--- src/design/assert_macros.svh ---
// Assertion macros used by the top design file of the logarithm pipeline.
`ifndef ASSERT_MACROS_SVH
`define ASSERT_MACROS_SVH

// Clocked property that is switched off while reset is held.
`define ASSERT_CLK(label, clk, rst_n, prop, msg) \
    label: assert property (@(posedge clk) disable iff (!rst_n) prop) else $error(msg);

// Clocked property that is also checked during reset.
`define ASSERT_ALWAYS(label, clk, prop, msg) \
    label: assert property (@(posedge clk) prop) else $error(msg);

`endif

--- src/design/lnser_pkg.sv ---
// Package with the types and constants shared by the logarithm pipeline.
package lnser_pkg;

    // Number of terms of the expansion around two.
    localparam int HIGH_TERMS = 6;

    // ln 2 with 62 fractional bits, rounded to the working precision where used.
    localparam logic [63:0] LN2_Q62 = 64'h2C5C85FDF473DE6B;

    // Control that travels with each item through the pipeline.
    typedef struct packed {
        logic valid;
        logic hi;
    } t_ctl;

endpackage

--- src/design/lnser_term.sv ---
// Series stage: next power, quotient of this power and sum of the previous term.
module lnser_term #(
    parameter int FRAC_BITS = 23,
    parameter int K         = 1,
    parameter int LOW_TERMS = 5
) (
    input  logic                    i_clk,
    input  logic                    i_rst_n,
    input  lnser_pkg::t_ctl         i_ctl,
    input  logic [FRAC_BITS-1:0]    i_base,
    input  logic [FRAC_BITS-1:0]    i_pow,
    input  logic [FRAC_BITS-1:0]    i_quot,
    input  logic signed [FRAC_BITS+2:0] i_acc,
    output logic                    o_ready,
    output lnser_pkg::t_ctl         o_ctl,
    output logic [FRAC_BITS-1:0]    o_base,
    output logic [FRAC_BITS-1:0]    o_pow,
    output logic [FRAC_BITS-1:0]    o_quot,
    output logic signed [FRAC_BITS+2:0] o_acc,
    input  logic                    i_ready
);
    import lnser_pkg::*;

    localparam int F  = FRAC_BITS;
    localparam int AW = F + 3;
    localparam bit LOW_USE  = (K <= LOW_TERMS);
    localparam bit HIGH_USE = (K <= HIGH_TERMS);
    // The previous term is added in the low branch when its index is odd.
    localparam bit PREV_ADD = (((K - 1) % 2) == 1);

    logic [2*F-1:0]       pow_prod;
    logic [F-1:0]         num;
    logic [F-1:0]         quot_raw;
    logic                 term_used;
    logic signed [AW-1:0] prev_term;
    t_ctl                 r_ctl;
    logic [F-1:0]         r_base;
    logic [F-1:0]         r_pow;
    logic [F-1:0]         r_quot;
    logic signed [AW-1:0] r_acc;
    logic [F-1:0]         n_pow;
    logic [F-1:0]         n_quot;
    logic signed [AW-1:0] n_acc;

    // Next power of the base.
    assign pow_prod = i_pow * i_base;
    assign n_pow    = pow_prod[2*F-1:F];

    // The expansion around two also divides by two to the power of the term index.
    assign num = i_ctl.hi ? (i_pow >> K) : i_pow;

    // Division by the term index as a multiplication by a rounded-up reciprocal.
    // The numerator stays at or below half of one, so the quotient is exact.
    generate
        if (K == 1) begin : g_div_one
            assign quot_raw = num;
        end else begin : g_div_const
            localparam int S  = F + 3;
            localparam logic [S-1:0] RECIP =
                S'(((64'd1 << S) + 64'(K) - 64'd1) / 64'(K));
            logic [F+S-1:0] div_prod;
            assign div_prod = num * RECIP;
            assign quot_raw = div_prod[F+S-1:S];
        end
    endgenerate

    assign term_used = i_ctl.hi ? HIGH_USE : LOW_USE;
    assign n_quot    = term_used ? quot_raw : '0;

    // Accumulate the term that the previous stage divided out.
    assign prev_term = $signed({3'b000, i_quot});
    assign n_acc = (i_ctl.hi || !PREV_ADD) ? (i_acc - prev_term) : (i_acc + prev_term);

    assign o_ready = !r_ctl.valid || i_ready;

    // Control register.
    always_ff @(posedge i_clk) begin
        if (!i_rst_n) begin
            r_ctl <= '0;
        end else if (o_ready) begin
            r_ctl <= i_ctl;
        end
    end

    // Payload registers.
    always_ff @(posedge i_clk) begin
        if (o_ready) begin
            r_base <= i_base;
            r_pow  <= n_pow;
            r_quot <= n_quot;
            r_acc  <= n_acc;
        end
    end

    assign o_ctl  = r_ctl;
    assign o_base = r_base;
    assign o_pow  = r_pow;
    assign o_quot = r_quot;
    assign o_acc  = r_acc;
endmodule

--- config.mk ---
export PLATFORM = sky130hd
export DESIGN_NAME = lnser_term
export DESIGN_NICKNAME = d
export VERILOG_FILES = /design/src/design/assert_macros.svh /design/src/design/lnser_pkg.sv /design/src/design/lnser_term.sv
export SDC_FILE = /design/constraint.sdc
export NUM_CORES = 1
export LEC_CHECK = 0
export BUFFER_PORTS_ARGS = -buffer_cell sky130_fd_sc_hd__buf_2
export CORE_MARGIN = 10
export CORE_UTILIZATION = 40
export DETAILED_ROUTE_END_ITERATION = 16
export PLACE_DENSITY = 0.64
export SLEW_MARGIN = 5
export SYNTH_ARGS = -nofsm -noshare
export SYNTH_HDL_FRONTEND = slang
export SYNTH_SLANG_ARGS = --single-unit
--- constraint.sdc ---
create_clock -name i_clk -period 9.4 [get_ports i_clk]
set_input_delay 1.88 -clock i_clk [delete_from_list [all_inputs] [get_ports i_clk]]
set_output_delay 1.88 -clock i_clk [all_outputs]
set_load 0.05 [all_outputs]
==> run_results.csv <==
group,metric,value,unit
setup_path,critical_path_required,9.54,ns
timing,skew,0.0196,ns
yosys,synth.yosys.warnings,0,
routing,routed_wl,57700,um
yosys,yosys.area.top_type,"fa_1",
routing,vias_per_cell,5.07,
timing,slew_headroom,0.371,
timing,setup_tns,0,ns
placed_design,placed_area,23300,sq um
run,cap_viol_max_count,0,
grt,grt_util_all_layers,0.189,
setup_path,arrival,8.57,ns
timing,slew_violations,0,
timing,period_needed,8.43,ns
routing,wl_per_cell,18.6,um
setup_path,crit_chain,"buf_2, nand2_1, fa_1, inv_1, fa_1, fa_1, fa_1, fa_1, fa_1, inv_1, fa_1, inv_1, ha_1, a21o_1, o21bai_1, nor2_1, a21oi_1, and2_1, a221oi_2, o31ai_1, xor2_1",
final_layout,final_cells,3109,
timing,fin_crit_sh,0.896,
setup_path,cpPeakStageDelay,0.66,ns
yosys,ys_ff_latch,97,
setup_path,critPathLaunchType,"input pin",
routing,drcViolationCount,0,
setup_path,path_class,"input pin to flip-flop",
yosys,syn_nets,3018,
grt,grt_pass1_wl,94900,um
cts,cts_tree,"done",
yosys,yosysMostFrequentCell,"inv_1",
yosys,synth_mux_area_frac,0.0123,
die,fp.dieW,253,um
setup_path,startpoint,"i_pow[12]",
placed_design,place_congestion,0.869,
placed_design,io_buffers,197,
routing,drt.antenna.violating_nets,0,
routing,via_count,15700,
cts,h-tree-depth,3,
setup_path,path_max_fanout,25,
die,dieArea,64000,sq um
die,ios,198,
grt,grt_max_degree,70,
die,die_y,253,um
placed_design,place_inst,3093,
final_layout,design_area,23600,sq um
yosys,ys.flop_type,"edfxtp_1",
cts,cts_buffer_depth,2,
yosys,synth_edf_count,95,
yosys,async_reset_ff_frac,0,
grt,first_global_vias,17600,
final_layout,fin_nets,3138,
yosys,ys_types,66,
placed_design,hpwl,45300,um
grt,grt_antenna_before_repair,0,
die,start_util,0.403,
yosys,synthCells,2288,
routing,drtIter0Drc,872,
timing,fmax,119,MHz
cts,post_cts_buffers,0,
die,row_count,85,
yosys,synth_top_cell_area_share,0.404,
timing,rsz0062_at_grt,"no",
yosys,synth.yosys.seq_area_share,0.133,
cts,clk_latency,0.40,ns
timing,worstMarginPinSlew,0.944,ns
status,status,"finished, final reports clean",
yosys,synth-simple-area-share,0.154,
yosys,synth_compound_area_frac,0.0578,
timing,finalSetupViolCount,0,
cts,path_clk_slew,0.10,ns
yosys,synth_area_per_cell,9.48,sq um
setup_path,crit_top_cell,"fa_1",
final_layout,drive_above_1_share,0.112,
cts,cts_resized,0,
yosys,synth_area_leaders,"fa_1 (40%), edfxtp_1 (13%), ha_1 (11%)",
cts,cts_buffers,9,
final_layout,antenna_cells,0,
final_layout,area_delta_synth_final,8.66,%
yosys,synthXorXnorAreaFrac,0.0170,
timing,final_hold_viol_count,0,
die,core-area,53800,sq um
setup_path,crit_slowest_cell,"fa_1",
yosys,synth_top_family_by_area,"adder cells",
yosys,syn-cell-area,21700,sq um
final_layout,finalCoreUtilization,0.438,
min_path,hp-class,"flip-flop to flip-flop",
min_path,worstHoldStart,"o_ctl[0]",
grt,grt-ovfl-total,0,
setup_path,crit_path_end_kind,"flip-flop",
yosys,synthTopCellsByCount,"inv_1 (534), fa_1 (438), nand2_1 (336)",
cts,numClockSinks,97,
routing,drtPass1Iterations,5,
cts,cts_root_buffer,"clkbuf_16",
setup_path,reg2reg_from,"o_ctl[1]",
yosys,synth_fa_ha_area_frac,0.515,
cts,cts_hold_buf,0,
==> per-layer routing <==
| layer | vias to the layer above | routed length (um) | global-route usage |
|---|---|---|---|
| met5 | - | 0 | 0 |
| met4 | 0 | 1460 | 0.0530 |
| met3 | 73 | 4450 | 0.0434 |
| met2 | 557 | 27400 | 0.310 |
| met1 | 7984 | 24500 | 0.245 |
| li1 | 7135 | - | - |
==> cell families (layout without fill, tap and decap cells) <==
family | Yosys count | after routing
simple gates | 681 | 681
compound gates | 176 | 176
fa+ha+maj | 630 | 630
buf+inv | 638 | 763
xor+xnor | 42 | 42
mux | 24 | 24
flops | 97 | 97
==> final timing paths <==
| path | end | slack (ns) | depth (start not counted) |
|---|---|---|---|
| setup reg to reg | o_acc[2] | 7.42 | 2 |
| hold / removal | o_ctl[0] | 0.54 | 2 |
| hold reg to reg | o_ctl[0] | 0.54 | 2 |
| setup / recovery | o_pow[20] | 0.97 | 21 |
==> per-stage QoR <==
step	worst slack [ns]	hold slack (ns)
floorplan	1.39	0.744
global placement	0.608	0.494
detailed placement	0.605	0.534
CTS	1.01	0.549
global route	0.718	0.600
finish	0.974	0.541
==> placed cells by master (no fill, tap or decap), types with 31 or more instances in the layout <==
master | netlist | final
a21oi_1 | 57 | 57
and2_1 | 232 | 232
buf_2 | 1 | 197
edfxtp_1 | 95 | 95
fa_1 | 438 | 438
ha_1 | 192 | 192
inv_1 | 534 | 534
nand2_1 | 336 | 336
nor2_1 | 33 | 33
xnor2_1 | 31 | 31
==> final cells by class <==
type	instances	area (sq um)
clock buffer	9	225
sequential	97	2890
inverter	534	2000
timing repair buffer	213	1110
fill	5212	30200
tap	696	871
clock inverter	7	60.1
multi-input combinational	1553	16400
==> flip-flops by register name (all words and copies together) (netlist names) <==
signal  cells
o_ctl       2
o_pow      23
o_base     23
o_quot     23
o_acc      26
==> worst max-delay path: cells and delay by family <==
family                   cells  cell delay [ns]
AO/OA/AOI/OAI                5             1.14
XOR/XNOR                     1             0.16
adder cells (fa/ha/maj)      8             4.07
buffers and inverters        4             0.69
AND/OR/NAND/NOR              3             0.62
Power is left out: the tool's default activity adds up to more than one toggle a clock period on the data nets, which glitch-free logic cannot reach.
