[config.mk]
export PLATFORM = sky130hd
export DESIGN_NAME = lnser_back
export DESIGN_NICKNAME = d
export VERILOG_FILES = /design/src/design/assert_macros.svh /design/src/design/lnser_pkg.sv /design/src/design/lnser_back.sv
export SDC_FILE = /design/constraint.sdc
export NUM_CORES = 1
export LEC_CHECK = 0
export BUFFER_PORTS_ARGS = -buffer_cell sky130_fd_sc_hd__buf_2
export CORE_ASPECT_RATIO = 1.1
export CORE_MARGIN = 4
export CORE_UTILIZATION = 40
export CTS_CLUSTER_DIAMETER = 80
export DETAILED_ROUTE_END_ITERATION = 10
export MAX_ROUTING_LAYER = met4
export PLACE_DENSITY = 0.74
export SLEW_MARGIN = 5
export SYNTH_ARGS = -nofsm -noshare
export SYNTH_HDL_FRONTEND = slang
export SYNTH_SLANG_ARGS = --single-unit
[constraint.sdc]
create_clock -name i_clk -period 1.2 [get_ports i_clk]
set_input_delay 0.06 -clock i_clk [delete_from_list [all_inputs] [get_ports i_clk]]
set_output_delay 0.06 -clock i_clk [all_outputs]
set_load 0.02 [all_outputs]
[src/design/assert_macros.svh]
// Assertion macros used by the top design file of the logarithm pipeline.
`ifndef ASSERT_MACROS_SVH
`define ASSERT_MACROS_SVH

// Clocked property that is switched off while reset is held.
`define ASSERT_CLK(label, clk, rst_n, prop, msg) \
    label: assert property (@(posedge clk) disable iff (!rst_n) prop) else $error(msg);

// Clocked property that is also checked during reset.
`define ASSERT_ALWAYS(label, clk, prop, msg) \
    label: assert property (@(posedge clk) prop) else $error(msg);

`endif

[src/design/lnser_pkg.sv]
// Package with the types and constants shared by the logarithm pipeline.
package lnser_pkg;

    // Number of terms of the expansion around two.
    localparam int HIGH_TERMS = 6;

    // ln 2 with 62 fractional bits, rounded to the working precision where used.
    localparam logic [63:0] LN2_Q62 = 64'h2C5C85FDF473DE6B;

    // Control that travels with each item through the pipeline.
    typedef struct packed {
        logic valid;
        logic hi;
    } t_ctl;

endpackage

[src/design/lnser_back.sv]
// Back stage: saturates the sum to the result width and holds the output register.
module lnser_back #(
    parameter int FRAC_BITS = 23
) (
    input  logic                    i_clk,
    input  logic                    i_rst_n,
    input  lnser_pkg::t_ctl         i_ctl,
    input  logic signed [FRAC_BITS+2:0] i_acc,
    output logic                    o_ready,
    output logic                    o_valid,
    output logic signed [FRAC_BITS+1:0] o_ln,
    input  logic                    i_ready
);
    import lnser_pkg::*;

    localparam int F  = FRAC_BITS;
    localparam int OW = F + 2;

    logic                 r_valid;
    logic signed [OW-1:0] r_ln;
    logic signed [OW-1:0] n_ln;

    // Clip to the signed result range when the two top bits disagree.
    always_comb begin
        if (i_acc[F+2] == i_acc[F+1]) begin
            n_ln = i_acc[OW-1:0];
        end else if (i_acc[F+2]) begin
            n_ln = {1'b1, {(OW-1){1'b0}}};
        end else begin
            n_ln = {1'b0, {(OW-1){1'b1}}};
        end
    end

    assign o_ready = !r_valid || i_ready;

    // Output valid flag.
    always_ff @(posedge i_clk) begin
        if (!i_rst_n) begin
            r_valid <= 1'b0;
        end else if (o_ready) begin
            r_valid <= i_ctl.valid;
        end
    end

    // Output data register.
    always_ff @(posedge i_clk) begin
        if (o_ready) begin
            r_ln <= n_ln;
        end
    end

    assign o_valid = r_valid;
    assign o_ln    = r_ln;
endmodule

==> results of run 1 <==
## layer usage
layer	global-route usage, %	up-vias
li1	-	415
met1	9.94	379
met2	22.4	26
met3	2.59	2
met4	4.71	0
met5	-	-
## metrics by stage
step	hold WS (ps)	setup TNS [ps]	utilization [%]
2_1_floorplan	199	0	-
3_3_place_gp	305	-29.4	54.2
3_5_place_dp	320	-638	54.2
4_1_cts	59.3	0	56.2
5_1_grt	48.0	0	57.0
6_report	67.7	0	57.0
## sequential cells by signal, summed over array words and instances (netlist names)
register and count:
o_ln 25, o_valid 1
## kinds of logic (layout without fill, tap and decap cells)
kind of cell    after synthesis  count (layout)
fa+ha+maj                     2               2
compound gates               25              25
simple gates                  3               3
flops                        26              26
buf+inv                      32              97
## worst max-delay path: stages, from the launching register on
cell and delay (ps):
dfxtp_2 360, nand2b_2 90, buf_6 140, clkbuf_4 160
## report_power, final
part | switching [mW] | internal (mW) | leakage (nW)
Combinational | 0.313 | 0.201 | 0.486
Clock | 0.243 | 0.185 | 0.0210
Sequential | 0.0227 | 1.12 | 0.262
## final timing paths
kind	startpoint	end	slack [ps]	cells after the start
worst max register to register	o_valid	o_ln[8]	230	3
worst max-delay path	o_valid	o_ready	90	3
worst min-delay path	i_acc[22]	o_ln[22]	70	3
worst min register to register	o_valid	o_valid	660	3
## what timing repair did
action / CTS / global route
buffers inserted: 0 / 2
endpoints found under the setup margin: 0 / 1
endpoints found under the hold margin: 1 / 0
gates resized for setup: 0 / 3
hold buffers: 2 / 0
## area by class of cell
type	instances	area, um2
multi-input cells	30	251
inverters	26	97.6
clock buffers	4	36.3
flip-flops and latches	26	772
fillers	239	1200
repair buffers	67	399
well taps	33	41.3
## layout by cell type, fill, tap and decap left out
master	n
buf_4	6
a21boi_0	1
buf_12	2
clkbuf_8	1
buf_6	1
clkbuf_4	4
ha_1	2
dfxtp_2	1
buf_2	55
nor2b_2	1
edfxtp_1	25
or2_2	1
a21oi_2	20
inv_1	26
a21oi_1	4
nand2b_2	1
dlygate4sd3_1	2
==> metrics.csv, run 1 <==
metric;value;unit
outcome;finished, final reports clean;
die height;65.0;um
Synth Flop Type;edfxtp_1;
met2 wire len;1310;um
post-synthesis compound-gate area fraction;17.1;%
H-tree depth;1;
number of vias per cell;4.42;
CP arrival;1050;ps
mux contribution to synthesized area;0;%
DRT iter0 DRCs;9;
worst slew pin tran;346;ps
top cell type's share of synthesized area;63.5;%
# diodes;0;
distinct cell type count after synthesis;14;
Max clock buf depth;2;
RSZ-0062 raised after global routing;false;
Num CTS Buffers;3;
met3 wire length;131;um
number of antenna violations at the first check in global routing;0;
Post-Synth Simple-Gate Area;1.80;%
cell with the most instances after synthesis;inv_1;
synth top area cells;edfxtp_1 (63%), a21oi_2 (15%), inv_1 (8.3%);
Core ar.;2800;um2
max layer used;met4;
CTS root buffer;clkbuf_4;
Hold WC Path Type;in2reg;
crit start category;flop;
Layout Nets;187;
Post-DP Area;1520;um2
Max IR drop VDD;702;uV
fmax;900;MHz
Routed met1 length;736;um
area delta synth->final;35.1;%
Pwr Density;1310;nW/um2
Tot Pwr;2.09;mW
max_cap viols;0;
Crit path required time;1140;ps
Yosys reg bits;26;
pre-CTS WS;-56.5;ps
largest family of logic cells by synthesized area;compound AO/OA/AOI/OAI gates;
Post-synth EDFFs;25;
Sink Count;26;
Rows;20;
GP Congestion;0.741;
drt wl/cell;11.7;um
post-synthesis adder-cell area fraction;2.12;%
CTS tree;built;
Max Slew Vio Count;0;
sequential share of the synthesized area;65.2;%
post-route insts no fill;186;
I/O pins;58;
Fin Clk Skew;0.877;ps
cell taking the most area after synthesis;edfxtp_1;
asr flop ratio synth;0;%
final instance area;1600;um2
antenna-violating nets left;0;
Initial Util;42.2;%
vias in the first global route;770;
DR vias;822;
GRT Overall Usage;11.5;%
headroom to the max-slew limit;76.9;%
Mapped Cells;88;
largest net degree at the start of global routing;25;
syn_nets;121;
Ys Warns;0;
mean area per synthesized cell;13.4;um2
Fin. Hold Viols;0;
total gr overflow;0;
port buffer count;56;
Clock Latency Late Sink;310;ps
Clock transition at path regs;130;ps
share of cells above drive strength 1;60.8;%
DP HPWL;1700;um
Die Width;59.8;um
placed cells;178;
global-route wire length before repair;3240;um
crit path max fanout;5;
total wire length;2190;um
Die Footprint;3890;um2
Final WS setup;89.0;ps
XOR/XNOR Fraction of Synth Area;0;%
Setup-failing EPs final;0;
Post-synth top cells;inv_1 (26), edfxtp_1 (25), a21oi_2 (20), a21oi_1 (4);
Final min period;1110;ps
drt pass-1 iters;4;
CP endpoint kind;primary output;
synthesized area;1180;um2
Leakage;0.769;nW
CP Class;reg2out;
# DRC;0;
Final Cycle Share;92.6;%
Power figures use the tool's default switching activity.
==> run 2: changes to the inputs <==
==> constraint.sdc (replaced) <==
create_clock -name i_clk -period 1.2 [get_ports i_clk]
set_input_delay 0.06 -clock i_clk [delete_from_list [all_inputs] [get_ports i_clk]]
set_output_delay 0.06 -clock i_clk [all_outputs]
set_load 0.05 [all_outputs]
==> run 2 against run 1 <==
Combinational power is 44% higher. First-iteration DRC count is 89% higher. Maximum frequency is 0.99% lower. Count of clock-buffer cells in the layout stayed put. Total power is 7.8% higher. Critical path depth is 1 lower. Largest cell class unchanged. Highest routed layer unchanged.
==> metrics.csv, run 2 (same netlist as run 1, synthesis figures left out) <==
metric;value;unit
GRT Overall Usage;12.1;%
Final Cycle Share;93.5;%
drt pass-1 iters;3;
total wire length;2290;um
I/O pins;58;
Final WS setup;77.9;ps
share of cells above drive strength 1;58.5;%
DR vias;792;
crit start category;flop;
Hold WC Path Type;in2reg;
# diodes;0;
Die Footprint;3890;um2
most common cell after layout, fill and taps aside;buf_2;
antenna-violating nets left;0;
Worst Setup SP;o_valid;
Post-DP Area;1480;um2
vias in the first global route;756;
number of vias per cell;4.40;
Crit path required time;1140;ps
total gr overflow;0;
number of flip-flops in the largest register;25;
CTS tree;built;
die height;65.0;um
outcome;finished, final reports clean;
crit path max fanout;14;
global-route wire length before repair;3310;um
pre-CTS WS;-20.8;ps
reg2reg setup slack;260;ps
Final min period;1120;ps
worst slew pin tran;350;ps
Max IR drop VDD;782;uV
area delta synth->final;29.9;%
H-tree depth;1;
most frequent cells in the layout;buf_2 (55), inv_1 (26), edfxtp_1 (25);
hold_ws;56.4;ps
Rows;20;
DP HPWL;1650;um
CTS root buffer;clkbuf_4;
Initial Util;42.2;%
Setup-failing EPs final;0;
CP endpoint kind;primary output;
Fin. Hold Viols;0;
headroom to the max-slew limit;76.7;%
Fin Clk Skew;9.57;ps
RSZ-0062 raised after global routing;false;
Layout Nets;181;
Fillers;254;
GP Congestion;0.688;
Core ar.;2800;um2
Leakage;0.732;nW
Clock transition at path regs;130;ps
Die Width;59.8;um
Max clock buf depth;2;
final core occ;54.8;%
DRT iter0 DRCs;17;
drt wl/cell;12.7;um
Max Slew Vio Count;0;
Num CTS Buffers;3;
number of antenna violations at the first check in global routing;0;
largest net degree at the start of global routing;25;
CP arrival;1060;ps
fmax;891;MHz
Pwr Density;1460;nW/um2
Hold Path Origin;i_acc[22];
Clock Latency Late Sink;310;ps
port buffer count;56;
# DRC;0;
max_cap viols;0;
CP Class;reg2out;
Sink Count;26;
FF-to-FF Start;o_valid;
final instance area;1540;um2
[run 2: cell types whose count changed in the layout (fill, tap and decap cells not counted)]
cell,delta
buf_12,-1
buf_4,-5
clkbuf_1,+1
clkbuf_4,-1
clkbuf_8,-1
nand2b_4,+1
[run 2: per-stage QoR]
stage,cells,power (mW),TNS (ps)
3_3_place_gp,173,1.88,0
2_1_floorplan,88,1.75,0
6_report,180,2.25,0
5_1_grt,180,2.34,0
4_1_cts,179,2.26,0
3_5_place_dp,173,1.90,-69.5
[run 2: per-layer routing]
metal / share of wire, % / track usage [%] / vias to the layer above
met2: 61 / 25.3 / 18
li1: - / - / 403
met1: 33 / 9.17 / 369
met5: 0 / - / -
met3: 4.1 / 0.598 / 2
met4: 1.4 / 7.20 / 0
[run 2: final timing paths]
path                   end  depth (start not counted)
setup / recovery   o_ready                          2
hold / removal    o_ln[22]                          3
setup reg to reg   o_valid                          2
hold reg to reg   o_ln[15]                          1
[run 2: area by class of cell]
| cell class | count | area (um2) | area share (%) |
|---|---|---|---|
| sequential | 26 | 772 | 50.2 |
| timing repair buffer | 60 | 334 | 21.7 |
| multi-input combinational | 31 | 265 | 17.3 |
| inverter | 26 | 97.6 | 6.35 |
| tap | 33 | 41.3 | 2.69 |
| clock buffer | 4 | 26.3 | 1.71 |
[run 2: worst max-delay path, stage by stage (launching register included)]
cell      delay [ps]
dfxtp_2          370
nand2b_4         190
buf_6            200
[run 2: repair_timing]
| item | 4_1_cts | 5_1_grt |
|---|---|---|
| gates cloned | 1 | 0 |
| buffers inserted | 0 | 0 |
| hold endpoints to repair | 1 | 1 |
| gates resized for setup | 1 | 1 |
| hold buffers | 1 | 1 |
| endpoints found under the setup margin | 1 | 1 |
[run 2: report_power, final]
group	switching [mW]	total [mW]	internal, mW	leakage, nW
sequential	0.0254	1.15	1.12	0.262
combinational	0.554	0.738	0.184	0.455
clock	0.234	0.364	0.129	0.0150
total	0.814	2.25	1.44	0.732
