<file path="config.mk">
export PLATFORM = sky130hd
export DESIGN_NAME = lnser_front
export DESIGN_NICKNAME = d
export VERILOG_FILES = /design/src/design/assert_macros.svh /design/src/design/lnser_pkg.sv /design/src/design/lnser_front.sv
export SDC_FILE = /design/constraint.sdc
export NUM_CORES = 1
export LEC_CHECK = 0
export ABC_AREA = 1
export BUFFER_PORTS_ARGS = -buffer_cell sky130_fd_sc_hd__buf_2
export CAP_MARGIN = 20
export CORE_UTILIZATION = 48
export CTS_CLUSTER_SIZE = 14
export DETAILED_ROUTE_END_ITERATION = 8
export PLACE_DENSITY = 0.88
export SLEW_MARGIN = 30
export SYNTH_ARGS = -nofsm -noshare
export SYNTH_HDL_FRONTEND = slang
export SYNTH_SLANG_ARGS = --single-unit
</file>
<file path="constraint.sdc">
create_clock -name i_clk -period 4.75 [get_ports i_clk]
set_clock_uncertainty 0.1 [all_clocks]
set_input_delay 0.7125 -clock i_clk [delete_from_list [all_inputs] [get_ports i_clk]]
set_output_delay 0.7125 -clock i_clk [all_outputs]
set_load 0.1 [all_outputs]
</file>
<file path="src/design/assert_macros.svh">
// Assertion macros used by the top design file of the logarithm pipeline.
`ifndef ASSERT_MACROS_SVH
`define ASSERT_MACROS_SVH

// Clocked property that is switched off while reset is held.
`define ASSERT_CLK(label, clk, rst_n, prop, msg) \
    label: assert property (@(posedge clk) disable iff (!rst_n) prop) else $error(msg);

// Clocked property that is also checked during reset.
`define ASSERT_ALWAYS(label, clk, prop, msg) \
    label: assert property (@(posedge clk) prop) else $error(msg);

`endif

</file>
<file path="src/design/lnser_pkg.sv">
// Package with the types and constants shared by the logarithm pipeline.
package lnser_pkg;

    // Number of terms of the expansion around two.
    localparam int HIGH_TERMS = 6;

    // ln 2 with 62 fractional bits, rounded to the working precision where used.
    localparam logic [63:0] LN2_Q62 = 64'h2C5C85FDF473DE6B;

    // Control that travels with each item through the pipeline.
    typedef struct packed {
        logic valid;
        logic hi;
    } t_ctl;

endpackage

</file>
<file path="src/design/lnser_front.sv">
// Front stage: clamps the input, picks the branch and forms the series base.
module lnser_front #(
    parameter int FRAC_BITS = 23
) (
    input  logic                    i_clk,
    input  logic                    i_rst_n,
    input  logic                    i_valid,
    input  logic [FRAC_BITS:0]      i_value,
    output logic                    o_ready,
    output lnser_pkg::t_ctl         o_ctl,
    output logic [FRAC_BITS-1:0]    o_base,
    output logic [FRAC_BITS-1:0]    o_pow,
    output logic [FRAC_BITS-1:0]    o_quot,
    output logic signed [FRAC_BITS+2:0] o_acc,
    input  logic                    i_ready
);
    import lnser_pkg::*;

    localparam int F  = FRAC_BITS;
    localparam int AW = F + 3;
    localparam logic [63:0] LN2_ROUND = (LN2_Q62 + (64'd1 << (61 - F))) >> (62 - F);

    logic [F:0]          value_c;
    logic [F:0]          m_wide;
    t_ctl                n_ctl;
    logic [F-1:0]        n_base;
    logic signed [AW-1:0] n_acc;
    t_ctl                r_ctl;
    logic [F-1:0]        r_base;
    logic signed [AW-1:0] r_acc;

    // A value below one is treated as exactly one.
    assign value_c = i_value[F] ? i_value : {1'b1, {F{1'b0}}};

    // With the top bit set, the value reaches 1.5 exactly when the next bit is set.
    assign m_wide     = {1'b1, {F{1'b0}}} - {1'b0, value_c[F-1:0]};
    assign n_ctl.valid = i_valid;
    assign n_ctl.hi    = value_c[F-1];
    assign n_base = n_ctl.hi ? m_wide[F-1:0] : value_c[F-1:0];
    assign n_acc  = n_ctl.hi ? $signed({3'b000, LN2_ROUND[F-1:0]}) : '0;

    assign o_ready = !r_ctl.valid || i_ready;

    // Control register.
    always_ff @(posedge i_clk) begin
        if (!i_rst_n) begin
            r_ctl <= '0;
        end else if (o_ready) begin
            r_ctl <= n_ctl;
        end
    end

    // Payload registers.
    always_ff @(posedge i_clk) begin
        if (o_ready) begin
            r_base <= n_base;
            r_acc  <= n_acc;
        end
    end

    // The first power equals the base and no term is pending yet.
    assign o_ctl  = r_ctl;
    assign o_base = r_base;
    assign o_pow  = r_base;
    assign o_quot = '0;
    assign o_acc  = r_acc;
endmodule

</file>
==> results of run 1 <==
-- critical path, cell delays in order --
cell and delay, ns:
sky130_fd_sc_hd__buf_2 0.10, sky130_fd_sc_hd__nor2_1 0.14, sky130_fd_sc_hd__clkinv_1 0.70, sky130_fd_sc_hd__buf_2 0.57
-- placed cells by master (no fill, tap or decap), drive strengths merged --
| cell type | count |
|---|---|
| dfxtp | 2 |
| o21ai | 22 |
| nand2 | 84 |
| o31ai | 1 |
| inv | 13 |
| nand4 | 1 |
| a21oi | 1 |
| nand3 | 10 |
| xor2 | 3 |
| o21a | 1 |
| nor2 | 15 |
| clkinv | 1 |
| buf | 86 |
| nand3b | 8 |
| clkbuf | 4 |
| conb | 39 |
| nor4 | 1 |
| mux2i | 1 |
| xnor2 | 1 |
| edfxtp | 24 |
| ha | 1 |
-- flip-flops by register name (all words and copies together) (netlist names) --
register  count
o_base       23
o_ctl         2
o_acc         1
-- per-layer routing --
layer  wire (microns)  share of wire, %  global-route usage, %  up-vias
met2             2000                52                   33.0       84
met4               49               1.3                   6.12        0
met1             1520                40                   19.0      750
li1                 -                 -                      -      853
met3              268               7.0                   2.63        5
met5                0                 0                      0        -
-- synthesized netlist by cell type --
library cell	number	area (sq um)
sky130_fd_sc_hd__o21ai_1	3	15.0
sky130_fd_sc_hd__o31ai_1	1	7.51
sky130_fd_sc_hd__a21oi_1	1	5.00
sky130_fd_sc_hd__nor4_2	1	12.5
sky130_fd_sc_hd__nand4_1	1	6.26
sky130_fd_sc_hd__o21a_1	1	7.51
sky130_fd_sc_hd__inv_2	2	7.51
sky130_fd_sc_hd__nand3_1	8	40.0
sky130_fd_sc_hd__dfxtp_1	2	40.0
sky130_fd_sc_hd__nand2_4	2	22.5
sky130_fd_sc_hd__xor2_1	2	17.5
sky130_fd_sc_hd__xnor2_1	1	8.76
sky130_fd_sc_hd__nor2_1	11	41.3
sky130_fd_sc_hd__o21ai_0	18	90.1
sky130_fd_sc_hd__nor2_2	4	25.0
sky130_fd_sc_hd__xor2_2	1	16.3
sky130_fd_sc_hd__nand2_2	5	31.3
sky130_fd_sc_hd__buf_4	74	556
sky130_fd_sc_hd__nand3b_1	8	60.1
sky130_fd_sc_hd__nand3_2	2	20.0
sky130_fd_sc_hd__edfxtp_1	24	721
sky130_fd_sc_hd__buf_6	2	22.5
sky130_fd_sc_hd__o21ai_2	1	8.76
sky130_fd_sc_hd__conb_1	1	3.75
sky130_fd_sc_hd__ha_1	1	12.5
sky130_fd_sc_hd__inv_1	12	45.0
sky130_fd_sc_hd__nand2_1	77	289
sky130_fd_sc_hd__mux2i_1	1	10.0
-- metrics by stage --
step	util, %	power [mW]	hold slack [ns]	cells
final	54.2	1.07	0.438	369
after global routing	54.2	1.11	0.467	369
after CTS	54.2	1.07	0.447	369
after detailed placement	53.1	0.946	0.427	365
after global placement	53.1	0.940	0.429	365
after floorplan	-	0.938	0.730	305
-- cells by family after synthesis --
kind of cell	after synthesis	share of synthesized area, %
xor+xnor	4	1.99
flops	26	35.5
fa+ha+maj	1	0.584
mux	1	0.467
other cells	1	0.175
simple gates	119	25.6
compound gates	25	6.25
buf+inv	90	29.4
-- report_power, final --
group / switching [mW] / internal, mW
registers: 0.0102 / 0.278
clock network: 0.0667 / 0.0600
logic: 0.586 / 0.0647
-- cell type report --
cell class,instances,area [sq um],area share (%)
inverters,14,52.6,2.34
well taps,50,62.6,2.79
multi-input cells,189,893,39.8
clock buffers,4,45.0,2.01
repair buffers,86,430,19.2
flip-flops and latches,26,761,33.9
-- worst max-delay path by stage --
stage / startpoint / end / slack (ns)
floorplan: o_ctl[1]$_SDFFE_PN0P_ / o_ready / 2.04
global placement: i_ready / o_ready / 1.86
detailed placement: i_ready / o_ready / 1.81
CTS: i_ready / o_ready / 1.81
global route: i_ready / o_ready / 1.59
finish: i_ready / o_ready / 1.72
==> implementation parameters, run 1 <==
Parameter                              Value

Routing
  Vias after detailed routing    1692
  Number of vias per cell after detailed routing    ~4.6
  Drt drc    0
  Number of detailed-route iterations in the first pass    4
  1st-iter DRT viols    89
  Drt wl/cell    10.4 microns
  Post-route antenna net violation count    0
  Drt total wl    3840 microns

Min path
  Worst min-delay path category    reg -> reg
  Hold Path Depth    2
  Startpoint of the most critical hold path    o_ctl[0]$_SDFFE_PN0P_
  Worst Hold Path EP    o_ctl[0]$_SDFFE_PN0P_

Setup path
  Kind of start point of the critical path    input pin
  CP required    3.94 ns
  CP arrival    2.22 ns
  Minimum setup slack among reg-to-reg paths    2.85 ns
  Worst r2r dst    o_ctl[0]$_SDFFE_PN0P_
  Worst Setup End Kind    output pin
  Worst-case reg-to-reg path depth    5
  Highest net fanout along the worst path    27
  Reg-to-reg critical path startpoint    o_ctl[1]$_SDFFE_PN0P_
  Setup CP Type    in -> out

Timing
  Worst slew pin tran    0.854 ns
  Setup repair after global routing missed its margin    false
  Max Transition Viols Final    0
  Final number of hold-violating endpoints    0
  Slew HR    between 40% and 50%
  Final-layout setup total negative slack    0 ns
  Number of setup violations in the final report    0
  Clock period minus final worst setup slack    between 3 and 4 ns
  Final worst slack    1.72 ns
  Fmax achieved    between 300 and 400 MHz
  Final critical-path share of the clock period    around 64%

Placement
  Half-perimeter wire length after placement    3150 microns
  Placed Instance Area    between 2000 and 2500 sq um
  Port-buffer cells    86
  Last weighted congestion value of the routability-driven placer    0.840
  Worst Setup Slack post-DPL    around 1.8 ns

Global route
  Total Routing Usage GR    17.2%
  Antenna violations before repair    0
  Pin count of the biggest net entering global routing    33
  First-pass GRT wire length    between 6000 and 7000 microns
  Vias in the first global route    1454
  Remaining Overflow, GRT    0

Clock tree
  TritonCTS clock tree    built
  Cell at the root of the clock tree    sky130_fd_sc_hd__clkbuf_8
  Total clock buffers created by CTS    3
  Number of setup buffers added after CTS    0
  Maximum level of the CTS H-tree    1
  Clk_lat worst skew    0.26 ns
  Post-cts repair resize count    0
  Hold-fix buffers, CTS    0
  Num Clock Sinks    26
  Buffer depth of the longest clock path    2
  Clock edge transition at the registers on the reported setup and hold paths    0.08 ns

Floorplan
  I/O pin count    126
  Die span in x    68.8 microns
  Core Area    4140 sq um
  Initial cell density of the core    51.7%
  Count of standard-cell rows    23
  Die Area    4730 sq um
  DIE HEIGHT    between 60 and 70 microns

Power and ir drop
  Largest voltage drop on the vdd net    between 0.15 and 0.2 mV
  Pwr Density    475 nW/um^2
  Static leakage    1.24 nW

Layout
  Final non-filler cell area    2240 sq um
  Net count of the finished layout    approximately 350
  Number of inserted filler cells in the final layout    roughly 420
  Diode count    0
  Area growth syn-to-layout    4.79%
  Fraction of final layout cells sized beyond drive strength 1    33.5%

Logic synthesis
  Post-synthesis cell count    267
  Summed instance area of the synthesized netlist    approximately 2100 sq um
  Post-synthesis average cell area    8.02 sq um
  #FFs+latches synth    26
  Synthesis Warnings    0
  Sequential fraction of the synthesis area    between 30% and 40%
  Number of distinct library cell variants in the gate-level netlist after synthesis    28

Outcome
  Result of the run    finished clean

Run
  Max-cap violations    0
Power figures use the tool's default switching activity.
==> inputs of run 2 (changes only) <==
CORE_UTILIZATION = 44   (was 48)
PLACE_DENSITY = 0.82   (was 0.88)
clock period = 2.8 ns   (was 4.75 ns; I/O delays follow)
==> implementation parameters, run 2 (same netlist as run 1, synthesis figures left out) <==
Parameter                              Value

Floorplan
  DIE HEIGHT    71.8 microns (+4.3%)
  Core Area    4690 sq um (+13%)
  I/O pin count    126 (unchanged)
  Initial cell density of the core    45.7% (-6.0 points)
  Die span in x    71.8 microns (+4.3%)
  Count of standard-cell rows    25 (+8.7%)
  Die Area    5150 sq um (+8.8%)

Layout
  Most common cell after layout, fill and taps aside    sky130_fd_sc_hd__buf_2
  Final non-filler cell area    2260 sq um (+0.56%)
  Fraction of final layout cells sized beyond drive strength 1    33.8% (+0.21 points)
  Net count of the finished layout    350 (+0.29%)
  Diode count    0 (unchanged)
  Area growth syn-to-layout    5.37%
  Highest-count cells in the layout ignoring fill and taps    sky130_fd_sc_hd__buf_2, sky130_fd_sc_hd__nand2_1, sky130_fd_sc_hd__conb_1
  Flip-flop count of the largest register, all copies and words added    23 (unchanged)

Clock tree
  Num Clock Sinks    26 (unchanged)
  Buffer depth of the longest clock path    2 (unchanged)
  Total clock buffers created by CTS    3 (unchanged)
  Post-cts repair resize count    0 (unchanged)
  TritonCTS clock tree    built
  Clock edge transition at the registers on the reported setup and hold paths    0.09 ns (about the same)
  Number of setup buffers added after CTS    0 (unchanged)
  Hold-fix buffers, CTS    0 (unchanged)
  Maximum level of the CTS H-tree    1 (unchanged)
  Clk_lat worst skew    0.27 ns (about the same)
  Cell at the root of the clock tree    sky130_fd_sc_hd__clkbuf_8

Placement
  Last weighted congestion value of the routability-driven placer    0.865 (+3.0%)
  Placed Instance Area    2210 sq um (+0.57%)
  Port-buffer cells    86 (unchanged)
  Half-perimeter wire length after placement    3060 microns (-3.0%)

Routing
  Drt total wl    3870 microns (+0.81%)
  Drt drc    0 (unchanged)
  Vias after detailed routing    1731 (+2.3%)
  Post-route antenna net violation count    0 (unchanged)
  1st-iter DRT viols    86 (-3.4%)
  Drt wl/cell    10.4 microns (-0.54%)
  Number of detailed-route iterations in the first pass    4 (unchanged)
  Number of vias per cell after detailed routing    4.63 (+0.94%)

Global route
  Total Routing Usage GR    15.1% (-2.1 points)
  Antenna violations before repair    0 (unchanged)
  First-pass GRT wire length    6130 microns (+1.4%)
  Layer carrying the most global-route usage    met2
  Pin count of the biggest net entering global routing    33 (unchanged)
  Vias in the first global route    1456 (+0.14%)
  Remaining Overflow, GRT    0 (unchanged)
  Global routing usage on met2    28.7% (-4.2 points)
  GR Layer Usage met1    16.6% (-2.4 points)
  Met3 GRT Util    2.11% (-0.52 points)

Power and ir drop
  Sequential cell fraction of total power    27.0% (about the same)
  Combinational group share of total power    61.0% (about the same)
  Net switching power figure    1.13 mW (+71%)
  Largest voltage drop on the vdd net    0.273 mV (+70%)
  Internal power summed over all cells    0.681 mW (+69%)
  Switching power as a share of total power    62.4% (+0.23 points)
  Static leakage    1.25 nW (+0.46%)
  Pwr Density    803 nW/um^2 (+69%)
  Clock power share    12.0% (about the same)

Setup path
  CP required    2.74 ns (-1.20 ns)
  Kind of start point of the critical path    input pin
  CP arrival    1.87 ns (-0.35 ns)
  Highest net fanout along the worst path    32 (+19%)
  Worst Setup End Kind    register
  Worst-case reg-to-reg path depth    6 (+1)
  Setup CP Type    in -> reg

Min path
  Worst min-delay path category    in -> reg
  Hold Path Depth    2 (unchanged)

Outcome
  Result of the run    finished clean

Timing
  Final number of hold-violating endpoints    0 (unchanged)
  Fmax achieved    518 MHz
  Worst slew pin tran    0.539 ns (-0.315 ns)
  Number of setup violations in the final report    0 (unchanged)
  Final-layout setup total negative slack    0 ns (unchanged)
  Setup repair after global routing missed its margin    false
  Max Transition Viols Final    0 (unchanged)
  Clock period minus final worst setup slack    ~1.9 ns
  Slew HR    64.0% (+21 points)
  Final critical-path share of the clock period    68.9%

Run
  Max-cap violations    0 (unchanged)
[run 2: cell count changes in the layout (fill, tap and decap cells not counted), sizes merged]
cell	previous run	this run
clkbuf	4	3
buf	86	87
inv	13	14
[run 2: metal layers]
metal / part of all wire [%] / wire length (microns)
met5: 0 / 0
met4: 1.8 / 69
met3: 6.3 / 245
met2: 51 / 1980
met1: 41 / 1580
[run 2: worst max-delay path, cell delays in order]
cell and delay, ns:
sky130_fd_sc_hd__buf_2 0.43, sky130_fd_sc_hd__nand2_1 0.20, sky130_fd_sc_hd__ha_1 0.25, sky130_fd_sc_hd__nand2_1 0.12
sky130_fd_sc_hd__nor2_2 0.07, sky130_fd_sc_hd__nand3_2 0.11, sky130_fd_sc_hd__nand2_4 0.09, sky130_fd_sc_hd__xor2_2 0.16
[run 2: per-stage QoR]
step           total power, mW  utilization, %  hold WS (ns)  worst slack, ns  std cells
3_3_place_gp              1.60            47.1         0.427            0.647        370
3_5_place_dp              1.60            47.1         0.434            0.572        370
5_1_grt                   1.87            48.1         0.257            0.741        374
4_1_cts                   1.82            48.1         0.252            0.886        374
2_1_floorplan             1.59               -         0.438            0.285        305
6_report                  1.81            48.1         0.258            0.870        374
[run 2: layout make-up]
| class | count | area, sq um |
|---|---|---|
| flip-flops and latches | 26 | 761 |
| clock buffers | 3 | 41.3 |
| multi-input cells | 189 | 893 |
| repair buffers | 87 | 438 |
| fillers | 456 | 2430 |
| well taps | 54 | 67.6 |
| clock inverters | 1 | 3.75 |
| inverters | 14 | 52.6 |
[run 2: worst paths after layout]
check / from / end / slack [ns]
worst max-delay path: i_value[23] / o_base[12]$_DFFE_PP_ / 0.87
worst min-delay path: i_valid / o_ctl[1]$_SDFFE_PN0P_ / 0.26
worst max register to register: o_ctl[1]$_SDFFE_PN0P_ / o_ctl[0]$_SDFFE_PN0P_ / 1.55
worst min register to register: o_ctl[0]$_SDFFE_PN0P_ / o_ctl[0]$_SDFFE_PN0P_ / 0.44
[run 2: power groups by stage]
stage | Clock, mW | Combinational (mW) | Sequential (mW)
finish | 0.217 | 1.11 | 0.489
global route | 0.234 | 1.14 | 0.495
CTS | 0.225 | 1.10 | 0.490
detailed placement | 0 | 1.10 | 0.499
global placement | 0 | 1.10 | 0.497
floorplan | 0 | 0.798 | 0.793
